<file path="config.mk">
export PLATFORM = sky130hd
export DESIGN_NAME = wind_sentence_parser
export DESIGN_NICKNAME = d
export VERILOG_FILES = /design/src/rtl/wsp_pkg.sv /design/src/rtl/wind_sentence_parser.sv
export SDC_FILE = /design/constraint.sdc
export NUM_CORES = 1
export LEC_CHECK = 0
export CORE_ASPECT_RATIO = 2
export CORE_MARGIN = 1
export CORE_UTILIZATION = 55
export DETAILED_ROUTE_END_ITERATION = 8
export DONT_BUFFER_PORTS = 1
export PLACE_DENSITY = 0.7
export SETUP_SLACK_MARGIN = 0.4
export SLEW_MARGIN = 20
export SYNTH_ARGS = -nofsm -noshare
export SYNTH_HDL_FRONTEND = slang
export SYNTH_SLANG_ARGS = --single-unit
export TNS_END_PERCENT = 30
</file>
<file path="constraint.sdc">
create_clock -name clk_i -period 4 [get_ports clk_i]
set_input_delay 0.6 -clock clk_i [delete_from_list [all_inputs] [get_ports clk_i]]
set_output_delay 0.6 -clock clk_i [all_outputs]
set_load 0.01 [all_outputs]
</file>
<file path="src/rtl/wsp_pkg.sv">
// Package for the wind sentence parser: beat types, phase encoding and character constants.
package wsp_pkg;

  localparam int unsigned MaxBytesDefault = 63;
  localparam int unsigned SpeedW          = 16;
  localparam int unsigned HeadingW        = 9;
  localparam int unsigned HeadingMax      = 359;

  localparam logic [7:0] ChrW     = 8'h57;  // 'W'
  localparam logic [7:0] ChrN     = 8'h4E;  // 'N'
  localparam logic [7:0] ChrI     = 8'h49;  // 'I'
  localparam logic [7:0] ChrComma = 8'h2C;  // ','
  localparam logic [7:0] ChrDot   = 8'h2E;  // '.'
  localparam logic [7:0] ChrZero  = 8'h30;  // '0'
  localparam logic [7:0] ChrNine  = 8'h39;  // '9'

  typedef enum logic [0:0] {
    ActData = 1'b0,
    ActEnd  = 1'b1
  } action_e;

  typedef enum logic [2:0] {
    PhHunt  = 3'd0,
    PhInt   = 3'd1,
    PhFrac  = 3'd2,
    PhComma = 3'd3,
    PhDir   = 3'd4,
    PhOk    = 3'd5,
    PhFail  = 3'd6
  } phase_e;

  typedef struct packed {
    logic       action;
    logic [7:0] rx_byte;
  } in_beat_t;

  typedef struct packed {
    logic                sample_ok;
    logic [SpeedW-1:0]   speed_tenths;
    logic [HeadingW-1:0] heading_deg;
  } out_beat_t;

  // Expected character at each position of the marker.
  function automatic logic [7:0] marker_char(input logic [1:0] idx);
    logic [7:0] chr;
    unique case (idx)
      2'd0:    chr = ChrW;
      2'd1:    chr = ChrN;
      2'd2:    chr = ChrI;
      default: chr = ChrComma;
    endcase
    return chr;
  endfunction

  function automatic logic is_digit(input logic [7:0] chr);
    return (chr >= ChrZero) && (chr <= ChrNine);
  endfunction

endpackage

</file>
<file path="src/rtl/wind_sentence_parser.sv">
// Wind sentence parser: per-byte marker hunt, speed and heading parse, one result per response.
// The result beat is registered and shown in the cycle after the end-of-response beat is accepted.
// Throughput: one input beat per cycle; each data byte updates the parse state as it is accepted.
// The input stalls only while an undelivered result sits in the output register and the
// downstream side stalls it.
// Reset (asynchronous, active low) returns the parser to marker hunting and empties the output.
module wind_sentence_parser
  import wsp_pkg::*;
#(
  parameter int unsigned MAX_BYTES = MaxBytesDefault
) (
  input  logic      clk_i,
  input  logic      rst_ni,
  input  logic      in_valid_i,
  output logic      in_stall_o,
  input  in_beat_t  in_data_i,
  output logic      out_valid_o,
  input  logic      out_stall_i,
  output out_beat_t out_data_o
);

  localparam int unsigned CntW = $clog2(MAX_BYTES + 1);

  phase_e              phase_q, phase_d;
  logic [1:0]          mark_q, mark_d;
  logic [SpeedW-1:0]   speed_q, speed_d;
  logic [HeadingW-1:0] heading_q, heading_d;
  logic                over_q, over_d;
  logic [CntW-1:0]     seen_q, seen_d;

  logic      out_valid_q, out_valid_d;
  out_beat_t out_data_q, out_data_d;

  logic              accept;
  logic              end_take;
  logic              byte_take;
  logic [7:0]        chr;
  logic              chr_digit;
  logic [3:0]        digit;
  logic [SpeedW-1:0] speed_scaled;
  logic [11:0]       heading_ext;
  logic [11:0]       heading_v;

  assign in_stall_o = out_valid_q && out_stall_i;
  assign accept     = in_valid_i && !in_stall_o;
  assign end_take   = accept && (in_data_i.action == ActEnd);
  assign byte_take  = accept && (in_data_i.action == ActData) &&
                      (seen_q < CntW'(MAX_BYTES));

  assign chr          = in_data_i.rx_byte;
  assign chr_digit    = is_digit(chr);
  assign digit        = chr[3:0];
  assign speed_scaled = (speed_q << 3) + (speed_q << 1);
  assign heading_ext  = {3'b000, heading_q};
  assign heading_v    = (heading_ext << 3) + (heading_ext << 1) + {8'h00, digit};

  always_ff @(posedge clk_i or negedge rst_ni) begin
    if (!rst_ni) begin
      phase_q     <= PhHunt;
      mark_q      <= '0;
      speed_q     <= '0;
      heading_q   <= '0;
      over_q      <= 1'b0;
      seen_q      <= '0;
      out_valid_q <= 1'b0;
    end else begin
      phase_q     <= phase_d;
      mark_q      <= mark_d;
      speed_q     <= speed_d;
      heading_q   <= heading_d;
      over_q      <= over_d;
      seen_q      <= seen_d;
      out_valid_q <= out_valid_d;
    end
  end

  always_ff @(posedge clk_i) begin
    out_data_q <= out_data_d;
  end

  always_comb begin
    phase_d     = phase_q;
    mark_d      = mark_q;
    speed_d     = speed_q;
    heading_d   = heading_q;
    over_d      = over_q;
    seen_d      = seen_q;
    out_data_d  = out_data_q;
    out_valid_d = out_valid_q && out_stall_i;

    if (end_take) begin
      // End of response acts as a NUL: only a sentence that has reached the heading field survives it.
      out_valid_d = 1'b1;
      if ((phase_q == PhDir) || (phase_q == PhOk)) begin
        out_data_d.sample_ok    = 1'b1;
        out_data_d.speed_tenths = speed_q;
        out_data_d.heading_deg  = over_q ? '0 : heading_q;
      end else begin
        out_data_d = '0;
      end
      phase_d   = PhHunt;
      mark_d    = '0;
      speed_d   = '0;
      heading_d = '0;
      over_d    = 1'b0;
      seen_d    = '0;
    end else if (byte_take) begin
      seen_d = seen_q + CntW'(1);
      unique case (phase_q)
        PhHunt: begin
          if (chr == marker_char(mark_q)) begin
            if (mark_q == 2'd3) begin
              mark_d  = '0;
              phase_d = PhInt;
            end else begin
              mark_d = mark_q + 2'd1;
            end
          end else begin
            // Restart the match, keeping a 'W' as a fresh first character.
            mark_d = (chr == ChrW) ? 2'd1 : 2'd0;
          end
        end
        PhInt: begin
          if (chr_digit) begin
            speed_d = speed_scaled + {12'h000, digit};
          end else begin
            speed_d = speed_scaled;
            priority if (chr == ChrDot) begin
              phase_d = PhFrac;
            end else if (chr == ChrComma) begin
              phase_d = PhDir;
            end else begin
              phase_d = PhFail;
            end
          end
        end
        PhFrac: begin
          if (chr_digit) begin
            speed_d = speed_q + {12'h000, digit};
            phase_d = PhComma;
          end else begin
            phase_d = (chr == ChrComma) ? PhDir : PhFail;
          end
        end
        PhComma: begin
          phase_d = (chr == ChrComma) ? PhDir : PhFail;
        end
        PhDir: begin
          if (chr_digit) begin
            if (!over_q) begin
              if (heading_v > 12'(HeadingMax)) begin
                over_d = 1'b1;
              end else begin
                heading_d = heading_v[HeadingW-1:0];
              end
            end
          end else begin
            phase_d = PhOk;
          end
        end
        default: begin
          // Done or failed: drop further bytes.
        end
      endcase
    end
  end

  assign out_valid_o = out_valid_q;
  assign out_data_o  = out_data_q;

  a_fail_zero: assert property (@(posedge clk_i) disable iff (!rst_ni)
    (out_valid_o && !out_data_o.sample_ok) |->
      (out_data_o.speed_tenths == '0 && out_data_o.heading_deg == '0))
    else $error("failed sample carries non-zero fields");

  a_heading_range: assert property (@(posedge clk_i) disable iff (!rst_ni)
    out_valid_o |-> (out_data_o.heading_deg <= HeadingW'(HeadingMax)))
    else $error("heading out of range");

  a_end_resets: assert property (@(posedge clk_i) disable iff (!rst_ni)
    end_take |=> (phase_q == PhHunt && seen_q == '0 && mark_q == '0 && out_valid_q))
    else $error("end beat did not restart the parser");

  a_seen_limit: assert property (@(posedge clk_i) disable iff (!rst_ni)
    seen_q <= CntW'(MAX_BYTES))
    else $error("byte count past limit");

  a_heading_held: assert property (@(posedge clk_i) disable iff (!rst_ni)
    (over_q && !end_take) |=> (over_q && $stable(heading_q)))
    else $error("heading changed after overflow");

endmodule

</file>
== Word-level counts from Yosys, hierarchy flattened ==
Cells that the tools add are included.
Word-level totals
  bits in registers: 64
  input bits: 13
  output and inout port bits: 28
  logic and storage cells: 106
Cells by class
  add/subtract/negate cells: 7
  $lt $le $gt $ge: 4
  equal/unequal tests: 19
  muxes and demuxes: 42
  bitwise operators: 2
  reduce and logical (&&, ||, !) cells: 22
Operator list (number)
  $mux 16: 4
  $mux 9: 7
  $add 16x4->16: 2
  $pmux 16 s2: 1
  $mux 26: 1
  $mux 3: 8
  $mux 8: 3
  $pmux 7 s3: 1
  $add 16x16->16: 1
  $eq 8x6->1 const B: 2
  $ne 3x3->1 const B: 5
  $pmux 3 s5: 1
  $add 12x10->12: 1
  $add 12x4->12: 1
  $gt 12x9->1 const B: 1
  $mux 2: 6
  $mux 6: 2
  $eq 8x7->1 const B: 1
  $eq 8x8->1: 1
  $ge 8x6->1 const B: 1
  $le 8x6->1 const B: 1
  $mux 1: 8
  $reduce_bool 2->1: 4
  $add 6x1->6 const B: 1
  22 further kinds: 32

== Longest topological paths before layout ==
  depth after elaboration: 12
  gate-level depth with buffers: 12
  depth with buffers taken out: 11

== Worst setup path before layout ==
OpenSTA, ideal clock, no wires.
  path type: input port to flip-flop
  from: input in_data_i[3] (netlist bit)
  to: register heading_q[7]
  arrival time: 2898 ps
  data required time: 3905 ps
  path slack: 1007 ps
  cell stages on the path: 10
  cells stage by stage: inv_1 > fa_1 > fa_1 > nor2b_1 > o31a_1 > o21ai_1 > nor3b_1 > o311ai_2 > o31ai_1 > a21oi_1
Between the ends
  longest elaborated chain between the ends: 7
  elaborated cells on any way between the ends: 14
  classes of those cells: 1 x add/sub; 3 x order compare; 1 x eq/ne; 6 x mux; 3 x reduce/logical
RTL lines
  from (decl): line wind_sentence_parser.sv:16  | input in_beat_t in_data_i,
  branches (longest 7 deep; another with $add 12x4->12)
  to (signal assigned): line wind_sentence_parser.sv:70  | heading_q <= heading_d;
  to (decl): line wind_sentence_parser.sv:27  | logic [HeadingW-1:0] heading_q, heading_d;
Several ways; the timed one is not identified. The select of a mux whose other input is x is not followed.
A chain may end at the register's enable or synchronous reset.

== Final worst setup path ==
  from: register heading_q[0]
  to: register heading_q[7]
Between the ends
  longest elaborated chain between the ends: 8
  elaborated cells on any way between the ends: 11
  classes of those cells: 2 x add/sub; 1 x order compare; 1 x eq/ne; 6 x mux; 1 x reduce/logical
RTL lines
  $add 12x10->12 *: line wind_sentence_parser.sv:55  | assign heading_v = (heading_ext << 3) + (heading_ext << 1) + {8'h00, digit};
  $add 12x4->12 *: line wind_sentence_parser.sv:55
  branches (longest 6 deep; another with $gt 12x9->1)
Every way passes the cells marked *. The select of a mux whose other input is x is not followed.

==> results.py <==
metrics = {
    "cts": {
        "clock_tree.htree_level_count": 3,
        "clockRootBuffer": "sky130_fd_sc_hd__clkbuf_16",
        "clock_sink_count": 64,
        "cts_resized": 0,
        "clk_pin_slew_ns": 0.05,
        "clk_latency_ns": 0.33,
        "cts_tree": "done",
        "cts-buffers-inserted": 9,
        "max-clock-path-buffers": 2,
    },
    "timing": {
        "max_slew.worst_pin.slew_ns": 0.900,
        "hold_ws_ns": 0.107,
        "final_hold_violation_count": 0,
        "fin_worst_skew_ns": 0.00388,
        "max_freq_mhz": 304,
        "rsz0062_at_grt": "false",
        "finalSetupTns_ns": 0,
        "ratio_of_final_minimum_period_to_clock_period": 0.822,
        "min_period_ns": 3.29,
        "drv_slew": 0,
        "setup-violations-final": 0,
        "maxSlewHeadroom": 0.395,
    },
    "layout": {
        "layout-drive-gt1-share": 0.0685,
        "finalNetCount": 610,
        "finish.instance_area_sq_mm": 0.00541,
        "layout.cells.most_common": "sky130_fd_sc_hd__a21oi_1",
        "most_frequent_cells_in_the_layout": "sky130_fd_sc_hd__a21oi_1 (53), sky130_fd_sc_hd__nand2_1 (42), sky130_fd_sc_hd__ha_1 (42)",
        "diodes": 0,
        "fillerInstances": 773,
        "area_growth_pct": 7.34,
    },
    "die": {
        "ioPinCount": 41,
        "std_cell_rows": 49,
        "area_inside_the_core_boundary_sq_mm": 0.00895,
        "floorplan.die.width_um": 69.7,
        "floorplan.initialDensity": 0.563,
        "floorplan.die_area_sq_mm": 0.00958,
        "floorplan.die.height_um": 137,
    },
    "yosys": {
        "synth.largest_area_cell": "sky130_fd_sc_hd__dfrtp_1",
        "syn-instance-count": 553,
        "dominantRegCellSynth": "sky130_fd_sc_hd__dfrtp_1",
        "ys_seq_area_frac": 0.343,
        "count_of_flip_flops_with_a_built_in_enable_after_synthesis": 26,
        "synth_area_per_cell_sq_um": 9.12,
        "largest_cells_by_area_after_synthesis": "sky130_fd_sc_hd__dfrtp_1 (19%), sky130_fd_sc_hd__edfxtp_1 (15%), sky130_fd_sc_hd__ha_1 (10%), sky130_fd_sc_hd__a21oi_1 (5.3%), sky130_fd_sc_hd__nand2_1 (3.1%)",
        "synth-seq-cells": 64,
        "yosys.area.top_type_share": 0.189,
        "share_of_flip_flops_with_an_asynchronous_set_or_reset_after_synthesis": 0.594,
        "mappedNetlistArea_sq_mm": 0.00504,
        "synth_fp_nets": 613,
        "yosysWarningCount": 0,
        "synth_cell_type_count": 74,
    },
    "critical_path": {
        "end_kind": "register",
        "path_class": "register to register",
        "regToRegSetupSlack_ns": 0.71,
        "worst_setup_path_start_kind": "register",
        "worst-endpoint-arrival_ns": 3.53,
        "cp_max_fo": 10,
        "worst-endpoint-required_ns": 4.24,
    },
    "drt": {
        "drc": 0,
        "detailroute.via_count": 4375,
        "viasPerCell": 6.66,
        "routed_wire_length_per_instance_um": 19.7,
        "drt_iter0_markers": 269,
        "totalWireLength_um": 13000,
        "ant_nets": 0,
        "dr.pass1.iters": 5,
    },
    "global_route": {
        "global_route_wire_length_before_repair_um": 21400,
        "grt-ovfl-total": 0,
        "grt_pass1_vias": 4400,
        "grt_max_degree": 39,
        "grt_util_all_layers": 0.286,
        "grt_antenna_before_repair": 0,
    },
    "placed_design": {
        "routabilityCongestion": 0.912,
        "dp_hpwl_um": 9760,
        "placedInstanceArea_sq_mm": 0.00513,
        "port_buffers": 0,
    },
    "pwr": {
        "pwrdens_mw_per_mm2": 274,
        "power.static_leakage_nw": 2.27,
        "vdd_drop_max_uv": 187,
    },
    "job": {
        "maxCapViolations": 0,
    },
    "outcome": {
        "status": "finished clean",
    },
    "worst_hold_path": {
        "holdCritPathClass": "input port to async pin",
    },
}
-- through the flow --
stage	cells	setup WS [ns]	util	total power, mW
floorplan	553	1.01	-	0.775
finish	657	0.712	0.605	1.49
global placement	640	0.689	0.573	0.791
CTS	657	0.723	0.605	1.49
global route	657	0.458	0.605	1.53
detailed placement	640	0.584	0.573	0.793
-- Yosys cell counts (all sizes together) (21+ instances only) --
cell type   n
a21oi      53
and2       25
dfrtp      38
edfxtp     26
ha         42
inv        23
nand2      42
nand3      21
nor2       40
o21ai      32
-- state kept, by name, indices dropped and copies added (netlist names) --
signal and flops:
speed_q 16, out_data_o 26, mark_q 2, seen_q 6, out_valid_o 1, heading_q 9
phase_q 3, over_q 1
-- critical path, stage by stage, from the launching register on --
cell	delay [ns]
sky130_fd_sc_hd__dfrtp_1	0.39
sky130_fd_sc_hd__inv_1	0.12
sky130_fd_sc_hd__fa_1	0.58
sky130_fd_sc_hd__fa_1	0.28
sky130_fd_sc_hd__nor2b_1	0.08
sky130_fd_sc_hd__o31a_1	0.26
sky130_fd_sc_hd__o21ai_1	0.22
sky130_fd_sc_hd__a21oi_1	0.15
sky130_fd_sc_hd__xnor2_1	0.64
sky130_fd_sc_hd__nand4_1	0.26
sky130_fd_sc_hd__a21oi_1	0.24
-- layout make-up --
cell class | count | area [sq um] | share of cell area
inverter | 23 | 86.3 | 0.0159
timing repair buffer | 5 | 50.0 | 0.00924
multi-input combinational | 447 | 3150 | 0.582
sequential | 64 | 1730 | 0.320
tap | 102 | 128 | 0.0236
clock inverter | 6 | 36.3 | 0.00670
clock buffer | 10 | 229 | 0.0423
-- logic make-up (layout without fill, tap and decap cells) --
| logic type | Yosys count | after routing | share of synthesized area |
|---|---|---|---|
| simple gates | 201 | 201 | 0.217 |
| compound gates | 166 | 166 | 0.223 |
| flops | 64 | 64 | 0.343 |
| fa+ha+maj | 47 | 47 | 0.124 |
| buf+inv | 42 | 44 | 0.0315 |
| xor+xnor | 32 | 32 | 0.0593 |
| mux | 1 | 1 | 0.00198 |
-- power by group --
part / switching, mW / leakage, nW / internal [mW] / total [mW]
Combinational: 0.0485 / 1.39 / 0.0227 / 0.0712
Sequential: 0.0177 / 0.763 / 0.703 / 0.721
Clock: 0.279 / 0.124 / 0.414 / 0.693
Total: 0.345 / 2.27 / 1.14 / 1.49
-- metal layers --
layer / share of wire / vias to the layer above / GRT usage
li1: - / 2077 / -
met5: 0 / - / 0
met2: 0.57 / 141 / 0.561
met1: 0.34 / 2109 / 0.272
met4: 0.048 / 0 / 0.184
met3: 0.035 / 48 / 0.0373
-- path summary, 6_finish.rpt --
| kind | startpoint | endpoint | cells past startpoint |
|---|---|---|---|
| min reg2reg | seen_q[5] | seen_q[5] | 2 |
| max in group asynchronous | rst_ni | speed_q[3] | 1 |
| max reg2reg | heading_q[0] | heading_q[7] | 10 |
| min in group clk_i | in_data_i[0] | heading_q[0] | 2 |
| max | heading_q[0] | heading_q[7] | 10 |
| min | rst_ni | seen_q[5] | 1 |
-- repair_timing --
| item | 4_1_cts | 5_1_grt |
|---|---|---|
| endpoints found under the hold margin | 38 | 0 |
| setup buffers | 0 | 0 |
| hold buffers | 1 | 0 |
No activity file was read; power rests on OpenSTA's default activity.
